--- src/hdl/cfr_pkg.sv ---
package cfr_pkg;

  localparam logic [7:0] HDR_FIRST    = 8'h55;
  localparam logic [7:0] HDR_SECOND   = 8'hAA;
  localparam logic [7:0] CODE_OK      = 8'h80;
  localparam logic [7:0] CODE_SUM_ERR = 8'h81;
  localparam logic [7:0] CODE_XOR_ERR = 8'h82;

  localparam logic [1:0] STATUS_OK      = 2'd0;
  localparam logic [1:0] STATUS_SUM_ERR = 2'd1;
  localparam logic [1:0] STATUS_XOR_ERR = 2'd2;

  localparam logic KIND_PAYLOAD = 1'b0;
  localparam logic KIND_REPLY   = 1'b1;

  localparam int unsigned REPLY_BEATS    = 6;
  localparam int unsigned CMD_FIFO_DEPTH = 4;

  typedef enum logic [2:0] {
    PH_HUNT  = 3'd0,
    PH_HDR2  = 3'd1,
    PH_TYPE  = 3'd2,
    PH_LEN   = 3'd3,
    PH_DATA  = 3'd4,
    PH_SUM   = 3'd5,
    PH_XOR   = 3'd6
  } phase_e;

  typedef struct packed {
    logic       kind;
    logic [7:0] index;
    logic [7:0] value;
    logic [1:0] status;
  } cmd_t;

  function automatic logic [7:0] status_code(input logic [1:0] status);
    logic [7:0] code;
    case (status)
      STATUS_SUM_ERR: code = CODE_SUM_ERR;
      STATUS_XOR_ERR: code = CODE_XOR_ERR;
      default:        code = CODE_OK;
    endcase
    return code;
  endfunction

  function automatic logic [7:0] reply_byte(input logic [2:0] beat, input logic [7:0] code);
    logic [7:0] b;
    case (beat)
      3'd0:    b = HDR_FIRST;
      3'd1:    b = HDR_SECOND;
      3'd3:    b = 8'h00;
      default: b = code;
    endcase
    return b;
  endfunction

endpackage

--- src/hdl/cfr_parser.sv ---
module cfr_parser (
  input  logic             clk_i,
  input  logic             rst_ni,
  input  logic             accept_i,
  input  logic [7:0]       rx_byte_i,
  output logic             cmd_push_o,
  output cfr_pkg::cmd_t    cmd_o
);
  import cfr_pkg::*;

  phase_e     phase_q, phase_d;
  logic [7:0] count_q, count_d;
  logic [7:0] len_q, len_d;
  logic [7:0] sum_q, sum_d;
  logic [7:0] xor_q, xor_d;

  always_ff @(posedge clk_i or negedge rst_ni) begin
    if (!rst_ni) begin
      phase_q <= PH_HUNT;
      count_q <= '0;
      len_q   <= '0;
      sum_q   <= '0;
      xor_q   <= '0;
    end else begin
      phase_q <= phase_d;
      count_q <= count_d;
      len_q   <= len_d;
      sum_q   <= sum_d;
      xor_q   <= xor_d;
    end
  end

  always_comb begin
    phase_d    = phase_q;
    count_d    = count_q;
    len_d      = len_q;
    sum_d      = sum_q;
    xor_d      = xor_q;
    cmd_push_o = 1'b0;
    cmd_o      = '{kind: KIND_PAYLOAD, index: count_q, value: rx_byte_i, status: STATUS_OK};
    if (accept_i) begin
      unique case (phase_q)
        PH_HDR2: begin
          if (rx_byte_i == HDR_SECOND) begin
            phase_d = PH_TYPE;
            count_d = '0;
          end else begin
            phase_d = PH_HUNT;
          end
        end
        PH_TYPE: begin
          sum_d      = rx_byte_i;
          xor_d      = rx_byte_i;
          cmd_push_o = 1'b1;
          count_d    = count_q + 8'd1;
          phase_d    = PH_LEN;
        end
        PH_LEN: begin
          sum_d   = sum_q + rx_byte_i;
          xor_d   = xor_q ^ rx_byte_i;
          len_d   = rx_byte_i;
          phase_d = (rx_byte_i == 8'd0) ? PH_SUM : PH_DATA;
        end
        PH_DATA: begin
          sum_d      = sum_q + rx_byte_i;
          xor_d      = xor_q ^ rx_byte_i;
          cmd_push_o = 1'b1;
          count_d    = count_q + 8'd1;
          if (count_q == len_q) begin
            phase_d = PH_SUM;
          end
        end
        PH_SUM: begin
          if (sum_q == rx_byte_i) begin
            phase_d = PH_XOR;
          end else begin
            cmd_push_o   = 1'b1;
            cmd_o.kind   = KIND_REPLY;
            cmd_o.status = STATUS_SUM_ERR;
            phase_d      = PH_HUNT;
          end
        end
        PH_XOR: begin
          cmd_push_o   = 1'b1;
          cmd_o.kind   = KIND_REPLY;
          cmd_o.status = (xor_q == rx_byte_i) ? STATUS_OK : STATUS_XOR_ERR;
          phase_d      = PH_HUNT;
          count_d      = '0;
          sum_d        = '0;
          xor_d        = '0;
        end
        default: begin
          phase_d = (rx_byte_i == HDR_FIRST) ? PH_HDR2 : PH_HUNT;
        end
      endcase
    end
  end

endmodule

--- src/hdl/cfr_cmd_fifo.sv ---
module cfr_cmd_fifo #(
  parameter int unsigned Depth = cfr_pkg::CMD_FIFO_DEPTH
) (
  input  logic          clk_i,
  input  logic          rst_ni,
  input  logic          push_i,
  input  cfr_pkg::cmd_t wdata_i,
  input  logic          pop_i,
  output cfr_pkg::cmd_t rdata_o,
  output logic          full_o,
  output logic          empty_o
);
  import cfr_pkg::*;

  localparam int unsigned PtrW = $clog2(Depth);
  localparam int unsigned CntW = $clog2(Depth + 1);

  cmd_t            mem_q [Depth];
  logic [PtrW-1:0] wptr_q, wptr_d;
  logic [PtrW-1:0] rptr_q, rptr_d;
  logic [CntW-1:0] cnt_q, cnt_d;
  logic            do_push, do_pop;

  assign full_o  = (cnt_q == CntW'(Depth));
  assign empty_o = (cnt_q == '0);
  assign rdata_o = mem_q[rptr_q];
  assign do_push = push_i && !full_o;
  assign do_pop  = pop_i && !empty_o;

  always_comb begin
    wptr_d = wptr_q;
    rptr_d = rptr_q;
    cnt_d  = cnt_q;
    if (do_push) begin
      wptr_d = (wptr_q == PtrW'(Depth - 1)) ? '0 : wptr_q + 1'b1;
    end
    if (do_pop) begin
      rptr_d = (rptr_q == PtrW'(Depth - 1)) ? '0 : rptr_q + 1'b1;
    end
    case ({do_push, do_pop})
      2'b10:   cnt_d = cnt_q + 1'b1;
      2'b01:   cnt_d = cnt_q - 1'b1;
      default: cnt_d = cnt_q;
    endcase
  end

  always_ff @(posedge clk_i or negedge rst_ni) begin
    if (!rst_ni) begin
      wptr_q <= '0;
      rptr_q <= '0;
      cnt_q  <= '0;
    end else begin
      wptr_q <= wptr_d;
      rptr_q <= rptr_d;
      cnt_q  <= cnt_d;
    end
  end

  always_ff @(posedge clk_i) begin
    if (do_push) begin
      mem_q[wptr_q] <= wdata_i;
    end
  end

endmodule

--- src/hdl/cfr_emitter.sv ---
module cfr_emitter (
  input  logic          clk_i,
  input  logic          rst_ni,
  input  logic          cmd_empty_i,
  input  cfr_pkg::cmd_t cmd_i,
  output logic          cmd_pop_o,
  input  logic          pop_i,
  output logic          empty_o,
  output logic          kind_o,
  output logic [7:0]    index_o,
  output logic [7:0]    value_o,
  output logic [1:0]    frame_status_o,
  output logic          last_o
);
  import cfr_pkg::*;

  logic       out_valid_q, out_valid_d;
  logic       kind_q, kind_d;
  logic [7:0] index_q, index_d;
  logic [7:0] value_q, value_d;
  logic [1:0] status_q, status_d;
  logic       last_q, last_d;

  logic       rep_active_q, rep_active_d;
  logic [2:0] beat_q, beat_d;
  logic [1:0] rep_status_q, rep_status_d;
  logic       load;

  assign load = !out_valid_q || pop_i;

  always_comb begin
    out_valid_d  = out_valid_q;
    kind_d       = kind_q;
    index_d      = index_q;
    value_d      = value_q;
    status_d     = status_q;
    last_d       = last_q;
    rep_active_d = rep_active_q;
    beat_d       = beat_q;
    rep_status_d = rep_status_q;
    cmd_pop_o    = 1'b0;
    if (load) begin
      if (rep_active_q) begin
        out_valid_d = 1'b1;
        kind_d      = KIND_REPLY;
        index_d     = {5'd0, beat_q};
        value_d     = reply_byte(beat_q, status_code(rep_status_q));
        status_d    = rep_status_q;
        last_d      = (beat_q == 3'(REPLY_BEATS - 1));
        beat_d      = beat_q + 3'd1;
        if (beat_q == 3'(REPLY_BEATS - 1)) begin
          rep_active_d = 1'b0;
        end
      end else if (!cmd_empty_i) begin
        cmd_pop_o   = 1'b1;
        out_valid_d = 1'b1;
        kind_d      = cmd_i.kind;
        status_d    = cmd_i.status;
        if (cmd_i.kind == KIND_REPLY) begin
          index_d      = 8'd0;
          value_d      = HDR_FIRST;
          last_d       = 1'b0;
          rep_active_d = 1'b1;
          beat_d       = 3'd1;
          rep_status_d = cmd_i.status;
        end else begin
          index_d = cmd_i.index;
          value_d = cmd_i.value;
          last_d  = 1'b1;
        end
      end else begin
        out_valid_d = 1'b0;
      end
    end
  end

  always_ff @(posedge clk_i or negedge rst_ni) begin
    if (!rst_ni) begin
      out_valid_q  <= 1'b0;
      rep_active_q <= 1'b0;
      beat_q       <= '0;
    end else begin
      out_valid_q  <= out_valid_d;
      rep_active_q <= rep_active_d;
      beat_q       <= beat_d;
    end
  end

  always_ff @(posedge clk_i) begin
    kind_q       <= kind_d;
    index_q      <= index_d;
    value_q      <= value_d;
    status_q     <= status_d;
    last_q       <= last_d;
    rep_status_q <= rep_status_d;
  end

  assign empty_o        = !out_valid_q;
  assign kind_o         = kind_q;
  assign index_o        = index_q;
  assign value_o        = value_q;
  assign frame_status_o = status_q;
  assign last_o         = last_q;

endmodule

--- src/hdl/checked_frame_receiver.sv ---
// Checked frame receiver.
// Input queue: one received serial byte per item on rx_byte_i, taken on a
// clock edge with push high and full low. Result queue: the oldest result
// sits on kind_o/index_o/value_o/frame_status_o/last_o while empty is low
// and is taken on an edge with pop high.
// A byte is taken every cycle while full is low. A byte that causes a
// result (type, data, sum failure, xor byte) is written as a command into
// the command queue; the emitter moves it into the output register that
// drives the result ports once that register is free. A payload byte gives
// one item; a checked frame end gives a six-item reply, one item per cycle
// from the reply beat counter while pop keeps taking them.
// Between parser and emitter sits a small command queue (CmdFifoDepth
// entries); when the receiver stalls, the output register holds its item,
// the command queue fills and full rises, holding off further bytes.
// Reset clears the parser to the header hunt and empties all queues.
module checked_frame_receiver #(
  parameter int unsigned CmdFifoDepth = cfr_pkg::CMD_FIFO_DEPTH
) (
  input  logic       clk_i,
  input  logic       rst_ni,
  input  logic       push,
  output logic       full,
  input  logic [7:0] rx_byte_i,
  output logic       empty,
  input  logic       pop,
  output logic       kind_o,
  output logic [7:0] index_o,
  output logic [7:0] value_o,
  output logic [1:0] frame_status_o,
  output logic       last_o
);
  import cfr_pkg::*;

  logic accept;
  logic cmd_push;
  cmd_t cmd_wr;
  cmd_t cmd_rd;
  logic cmd_pop;
  logic cmd_empty;

  assign accept = push && !full;

  cfr_parser u_parser (
    .clk_i      (clk_i),
    .rst_ni     (rst_ni),
    .accept_i   (accept),
    .rx_byte_i  (rx_byte_i),
    .cmd_push_o (cmd_push),
    .cmd_o      (cmd_wr)
  );

  cfr_cmd_fifo #(
    .Depth (CmdFifoDepth)
  ) u_cmd_fifo (
    .clk_i   (clk_i),
    .rst_ni  (rst_ni),
    .push_i  (cmd_push),
    .wdata_i (cmd_wr),
    .pop_i   (cmd_pop),
    .rdata_o (cmd_rd),
    .full_o  (full),
    .empty_o (cmd_empty)
  );

  cfr_emitter u_emitter (
    .clk_i          (clk_i),
    .rst_ni         (rst_ni),
    .cmd_empty_i    (cmd_empty),
    .cmd_i          (cmd_rd),
    .cmd_pop_o      (cmd_pop),
    .pop_i          (pop),
    .empty_o        (empty),
    .kind_o         (kind_o),
    .index_o        (index_o),
    .value_o        (value_o),
    .frame_status_o (frame_status_o),
    .last_o         (last_o)
  );

endmodule
--- config.mk ---
export PLATFORM = sky130hd
export DESIGN_NAME = checked_frame_receiver
export DESIGN_NICKNAME = d
export VERILOG_FILES = /design/src/hdl/cfr_pkg.sv /design/src/hdl/cfr_parser.sv /design/src/hdl/cfr_cmd_fifo.sv /design/src/hdl/cfr_emitter.sv /design/src/hdl/checked_frame_receiver.sv
export SDC_FILE = /design/constraint.sdc
export NUM_CORES = 1
export LEC_CHECK = 0
export ABC_AREA = 1
export BUFFER_PORTS_ARGS = -buffer_cell sky130_fd_sc_hd__buf_2
export CORE_MARGIN = 4
export CORE_UTILIZATION = 40
export DETAILED_ROUTE_END_ITERATION = 16
export HOLD_SLACK_MARGIN = 0.06
export PLACE_DENSITY = 0.58
export SLEW_MARGIN = 10
export SYNTH_ARGS = -nofsm -noshare
export SYNTH_HDL_FRONTEND = slang
export SYNTH_SLANG_ARGS = --single-unit
export TNS_END_PERCENT = 20
--- constraint.sdc ---
create_clock -name clk_i -period 4.4 [get_ports clk_i]
set_clock_uncertainty 0.2 [all_clocks]
set_input_delay 0.44 -clock clk_i [delete_from_list [all_inputs] [get_ports clk_i]]
set_output_delay 0.44 -clock clk_i [all_outputs]
set_load 0.03 [all_outputs]
### Yosys cells after proc, flatten, opt, wreduce, memory -nomap -nowiden

Memory sizes are Yosys's and may differ from the RTL's.
Index checks and enable logic that the tools add are counted.

| storage, ports and cells | value |
|---|---|
| flip-flop bits (word level) | 69 |
| output and inout bits | 22 |
| memory bits (writable) | 76 |
| logic and storage cells | 126 |
| input port bits | 12 |
| memories | 1 |

| operators by class | value |
|---|---|
| reduce and logical (&&, ||, !) cells | 24 |
| eq/ne operators | 24 |
| $add $sub $neg | 7 |
| bitwise operators | 3 |
| multiplexer cells | 49 |

Memories:

| name | depth | width | read ports | clocked after memory_dff | write ports | line | RTL |
|---|---|---|---|---|---|---|---|
| u_cmd_fifo.mem_q | 4 | 19 | 1 | 0 | 1 | cfr_cmd_fifo.sv:18 | `cmd_t mem_q [Depth];` |

Operators with widths:

| kind | number |
|---|---|
| $pmux W8 S3 | 4 |
| $mux W8 | 6 |
| $eq A8 B8 Y1 | 3 |
| $mux W1 | 20 |
| $mux W3 | 6 |
| $pmux W3 S6 | 1 |
| $eq A3 B3 Y1 const B | 5 |
| $mux W2 | 7 |
| $eq A3 B2 Y1 const B | 3 |
| $add A8 B1 Y8 const B | 1 |
| $add A8 B8 Y8 | 1 |
| $eq A2 B2 Y1 const B | 4 |
| $eq A8 B7 Y1 const B | 1 |
| $eq A8 B8 Y1 const B | 1 |
| $logic_not A8 Y1 | 1 |
| $pmux W2 S2 | 2 |
| $reduce_and A2 Y1 | 4 |
| $xor A8 B8 Y8 | 1 |
| $add A3 B1 Y3 const B | 2 |
| $eq A3 B1 Y1 const B | 2 |
| $logic_not A3 Y1 | 2 |
| $pmux W3 S2 | 1 |
| $reduce_and A3 Y1 | 2 |
| $reduce_bool A3 Y1 | 2 |
| 14 further kinds | 25 |

### Longest topological paths before layout

| depth | value |
|---|---|
| depth after elaboration | 7 |
| depth in mapped cells | 14 |
| gate-level depth less buffers | 14 |

### Cells and area by module

From an unflattened synthesis, not the netlist that was laid out.

| second synthesis, totals | value |
|---|---|
| cell total of the unflattened synthesis | 746 |
| area total of the unflattened synthesis | 7,308.3 sq um |

By module, submodules not included:

| module | area an instance (sq um) | cells an instance | times used | sequential area each (sq um) |
|---|---|---|---|---|
| cfr_cmd_fifo | 3,588.4 | 282 | 1 | 2,457.4 |
| cfr_parser | 2,461.1 | 347 | 1 | 875.8 |
| cfr_emitter | 1,248.7 | 115 | 1 | 785.8 |
| checked_frame_receiver | 10.0 | 2 | 1 | 0.0 |

### Worst setup path before layout

No wires, ideal clock.

| path | value |
|---|---|
| path kind | input -> register |
| from | in rx_byte_i[4] |
| to | mem u_cmd_fifo.mem_q[0][0] in the netlist's numbering, enable pin |
| required time | 3.805 ns |
| arrival time | 2.064 ns |
| path buffers | 0 |
| library setup time | 0.395 ns |
| stages on the path | 9 |
| setup slack | 1.742 ns |
| cells stage by stage | ha_1 -> nor2_1 -> nand2_1 -> nor2_1 -> nand2_1 -> nand2_1 -> nand2_1 -> nand2_2 -> nor2_1 |

| on the way | value |
|---|---|
| longest elaborated chain between the ends | 7 |

Ends and longest elaborated chain:

| item | line | RTL |
|---|---|---|
| from (decl) | checked_frame_receiver.sv:23 | `input logic [7:0] rx_byte_i,` |
| $eq A8 B8 Y1 | cfr_parser.sv:74 | `if (sum_q == rx_byte_i) begin` |
| $mux W1 | cfr_parser.sv:74 |  |
| $pmux W1 S2 | cfr_parser.sv:42 | `unique case (phase_q)` |
| $mux W1 | cfr_parser.sv:41 | `if (accept_i) begin` |
| $logic_and A1 B1 Y1 | cfr_cmd_fifo.sv:27 | `assign do_push = push_i && !full_o;` |
| $mux W1 | cfr_cmd_fifo.sv:60 | `if (do_push) begin` |
| $mux W1 (not written as such) | cfr_cmd_fifo.sv:61 | `mem_q[wptr_q] <= wdata_i;` |
| to (decl) | cfr_cmd_fifo.sv:18 |  |

No other way between the ends.

### Worst setup path after layout

| path | value |
|---|---|
| from | reg u_parser.sum_q[4] |
| to | reg u_cmd_fifo.cnt_q[2] |

| on the way | value |
|---|---|
| longest elaborated chain between the ends | 7 |
| elaborated cells on any way between the ends | 9 |
| those cells by class | eq/ne (3); mux (4); reduce/logical (2) |

Ends and longest elaborated chain:

| item | line | RTL |
|---|---|---|
| from (decl) | cfr_parser.sv:14 | `logic [7:0] sum_q, sum_d;` |
| from (signal assigned) | cfr_parser.sv:28 | `sum_q <= sum_d;` |
| $eq A8 B8 Y1 * | cfr_parser.sv:74 |  |
| $mux W1 * | cfr_parser.sv:74 |  |
| $pmux W1 S2 * | cfr_parser.sv:42 |  |
| $mux W1 * | cfr_parser.sv:41 |  |
| $logic_and A1 B1 Y1 * | cfr_cmd_fifo.sv:27 |  |
| $eq A2 B1 Y1 or $eq A2 B2 Y1 (tied branches) | cfr_cmd_fifo.sv:40 | `case ({do_push, do_pop})` |
| $pmux W3 S2 or $reduce_bool A2 Y1 (tied branches) | - |  |
| to (signal assigned) | cfr_cmd_fifo.sv:55 | `cnt_q <= cnt_d;` |
| to (decl) | cfr_cmd_fifo.sv:21 | `logic [CntW-1:0] cnt_q, cnt_d;` |

Every way passes the cells marked *; elsewhere a longest branch is shown, timed or not.
A chain may end at the register's enable or synchronous reset.

==> impl_metrics.tcl <==
set metrics [dict create \
    clk_pin_slew_ns 0.06 \
    setup.worst_path.start "u_parser.sum_q[4]" \
    grt_pass1_wl_mm 23.9 \
    drt_iter0_markers 275 \
    p_sw_share_pct 32.5 \
    place_hpwl_mm 9.60 \
    gp_congestion 0.874 \
    wl_per_cell_um 15.5 \
    r2r_setup_slack_ns 1.55 \
    drt_wl_total_mm 14.7 \
    clockBufferDepth 2 \
    areaGrowthSynthToFinish_pct 15.0 \
    hold_class "input port to flip-flop" \
    ys_seq_area_share_pct 60.3 \
    die_h_um 139 \
    min_path_cells 4 \
    antenna_left 0 \
    cts_root_buf "clkbuf_16" \
    worstPathRequired_ns 4.49 \
    worst_r2r_path_depth 14 \
    r2r_end "u_cmd_fifo.cnt_q[2]" \
    syn_inst 670 \
    post-place-ws_ns 1.29 \
    worst_slack_ns 1.55 \
    run_status "finished, final reports clean" \
    tightest_slew_ns 0.953 \
    relSlewSlack_pct 36.4 \
    tritoncts "done" \
    ios 34 \
    track_usage_pct 15.8 \
    drt-vias-per-instance 4.99 \
    cp-start-kind "flip-flop" \
    final_cell_mix "nand2_1, edfxtp_1, nor2_1" \
    antenna_found_initial 0 \
    remaining_drc_errors 0 \
    cp_data_arrival_time_ns 2.95 \
    grt_pass1_vias 4570 \
    synthesis.area_mm2 0.00683 \
    timing.final.crit_period_ns 2.85 \
    coreArea_mm2 0.0166 \
    gr-total-overflow 0 \
    rows 47 \
    worstSetupPathType "flip-flop to flip-flop" \
    grt_max_degree 48 \
    syn_nets 701 \
    clockPowerShare_pct 35.7 \
    start_util_pct 41.0 \
    whs_ns 0.119 \
    min_period_over_period_pct 64.9 \
    grt_setup_unrepaired "no" \
    min_from "pop" \
    cp_max_fo 8 \
    power.density_mw_per_mm2 567 \
    final.setup.tns_ns 0 \
    final_common_cell "nand2_1" \
    yosysUniqueCellTypes 37 \
    cp-end-kind "flip-flop" \
    first_pass_iters 4 \
    port_buffers 33 \
    die_area_mm2 0.0192 \
    clock-sinks 145 \
    synth_edf_count 98 \
    comb_power_share_pct 26.0 \
    finalSetupViolations 0 \
    power.switching_mw 1.45 \
    min_to "u_emitter.out_valid_q" \
    async_reset_ff_share_pct 32.4 \
    fmax_ghz 0.350 \
    clk_latency_ns 0.42 \
    insertedDiodeCount 0 \
    final_util_pct 47.2 \
    r2r_start "u_parser.sum_q[4]" \
    intPower_mw 3.00 \
    leakagePower_nw 3.27 \
    slew_viol_final 0 \
    drv_cap 0 \
    htreeDepth 4 \
    nets 741 \
    num_vias 4709 \
    synth_warnings 0 \
    finalHoldViolations 0 \
    ctsResizeCount 0 \
    ys_ff_latch 145 \
    avgSynthCellArea_um2 10.2 \
    ys.flop_type "edfxtp_1" \
    die_width_um 139 \
    pwr-share-seq_pct 38.3 \
    peakVddDrop_mv 0.272 \
    drive_gt1_share_pct 14.7 \
    cts_buffers 17 \
]
==> final cells by class <==
type | count | area [um2]
repair buffers | 41 | 228
clock buffers | 20 | 457
clock inverters | 12 | 203
well taps | 220 | 275
flip-flops and latches | 145 | 4120
inverters | 59 | 221
multi-input cells | 446 | 2350
fillers | 1527 | 8790
==> worst max-delay path, stage by stage, from the launching register on <==
cell and delay [ns]:
dfrtp_1 0.38, ha_1 0.36, nor2_1 0.14, nand2_1 0.06
nor2_1 0.18, nand2_1 0.08, nand2_1 0.09, nand2_1 0.09
nand2_2 0.14, ha_1 0.17, inv_1 0.07, fa_1 0.37
a21oi_1 0.14, o21ai_0 0.11, xor2_1 0.15
==> worst max-delay path by stage <==
stage	to	slack, ns	depth (start not counted)
6_report	u_cmd_fifo.cnt_q[2]	1.55	14
5_1_grt	u_cmd_fifo.cnt_q[2]	1.34	14
4_1_cts	u_cmd_fifo.cnt_q[2]	1.57	14
3_5_place_dp	u_cmd_fifo.cnt_q[2]	1.29	15
3_3_place_gp	u_cmd_fifo.cnt_q[2]	1.34	15
2_1_floorplan	u_cmd_fifo.mem_q[0][0]	1.74	9
==> layer usage <==
layer	vias to the layer above	global-route usage, %	wire length [um]	share of wire, %
li1	2352	-	-	-
met5	-	0	0	0
met4	0	6.02	257	1.8
met2	111	24.5	6600	45
met1	2225	21.7	7050	48
met3	21	3.72	751	5.1
==> stage by stage <==
| step | instance area, um2 | cells | power, mW |
|---|---|---|---|
| after global routing | 7850 | 943 | 4.70 |
| final | 7850 | 943 | 4.45 |
| after floorplan | 6830 | 670 | 2.55 |
| after detailed placement | 7180 | 910 | 2.89 |
| after global placement | 7180 | 910 | 2.86 |
| after CTS | 7850 | 943 | 4.49 |
==> timing repair <==
| action | in CTS | in global routing |
|---|---|---|
| hold buffers | 1 | 0 |
| endpoints found under the hold margin | 47 | 0 |
| setup buffers | 0 | 0 |
==> cells in the mapped netlist, types with 3 or more instances <==
cell type  number  area share, %
a21oi_1        42            3.1
a21oi_2         5           0.64
a31oi_1         4           0.37
a32o_1          4           0.59
buf_2           8           0.59
buf_4           3           0.33
clkbuf_1        3           0.16
dfrtp_1        47             17
edfxtp_1       98             43
ha_1           17            3.1
inv_1          51            2.8
inv_2           6           0.33
nand2_1       132            7.3
nand2_2         6           0.55
nand3_1        32            2.3
nand3_2         3           0.44
nor2_1         90            4.9
nor3_1          6           0.44
o21ai_0        49            3.6
o21ai_1         3           0.22
o21ai_2         7           0.90
o22a_1          3           0.39
o22ai_1         8           0.73
or2_2           3           0.28
xnor2_1         8            1.0
xor2_1         13            1.7
==> power by group through the flow <==
stage | clock (mW) | combinational [mW] | sequential [mW]
finish | 1.59 | 1.16 | 1.70
global route | 1.69 | 1.29 | 1.72
CTS | 1.62 | 1.16 | 1.70
detailed placement | 0 | 1.16 | 1.73
global placement | 0 | 1.13 | 1.73
floorplan | 0 | 0.641 | 1.91
==> registers in the layout (all words and copies together), names as in the netlist <==
signal                    cells
u_parser.sum_q                8
u_emitter.index_o             8
u_parser.len_q                8
u_emitter.last_o              1
u_emitter.rep_status_q        2
u_cmd_fifo.cnt_q              3
u_emitter.value_o             8
u_emitter.kind_o              1
u_emitter.rep_active_q        1
u_emitter.frame_status_o      2
u_parser.xor_q                8
u_cmd_fifo.rptr_q             2
u_parser.phase_q              3
u_cmd_fifo.mem_q             76
u_parser.count_q              8
u_emitter.beat_q              3
u_emitter.out_valid_q         1
u_cmd_fifo.wptr_q             2
==> kinds of logic after synthesis <==
family,count (synthesis),share of synthesized area (%)
fa+ha+maj,19,3.70
compound gates,125,10.5
xor+xnor,21,2.69
flops,145,60.3
simple gates,281,17.5
buf+inv,79,5.24
Power figures use the tool's default switching activity.
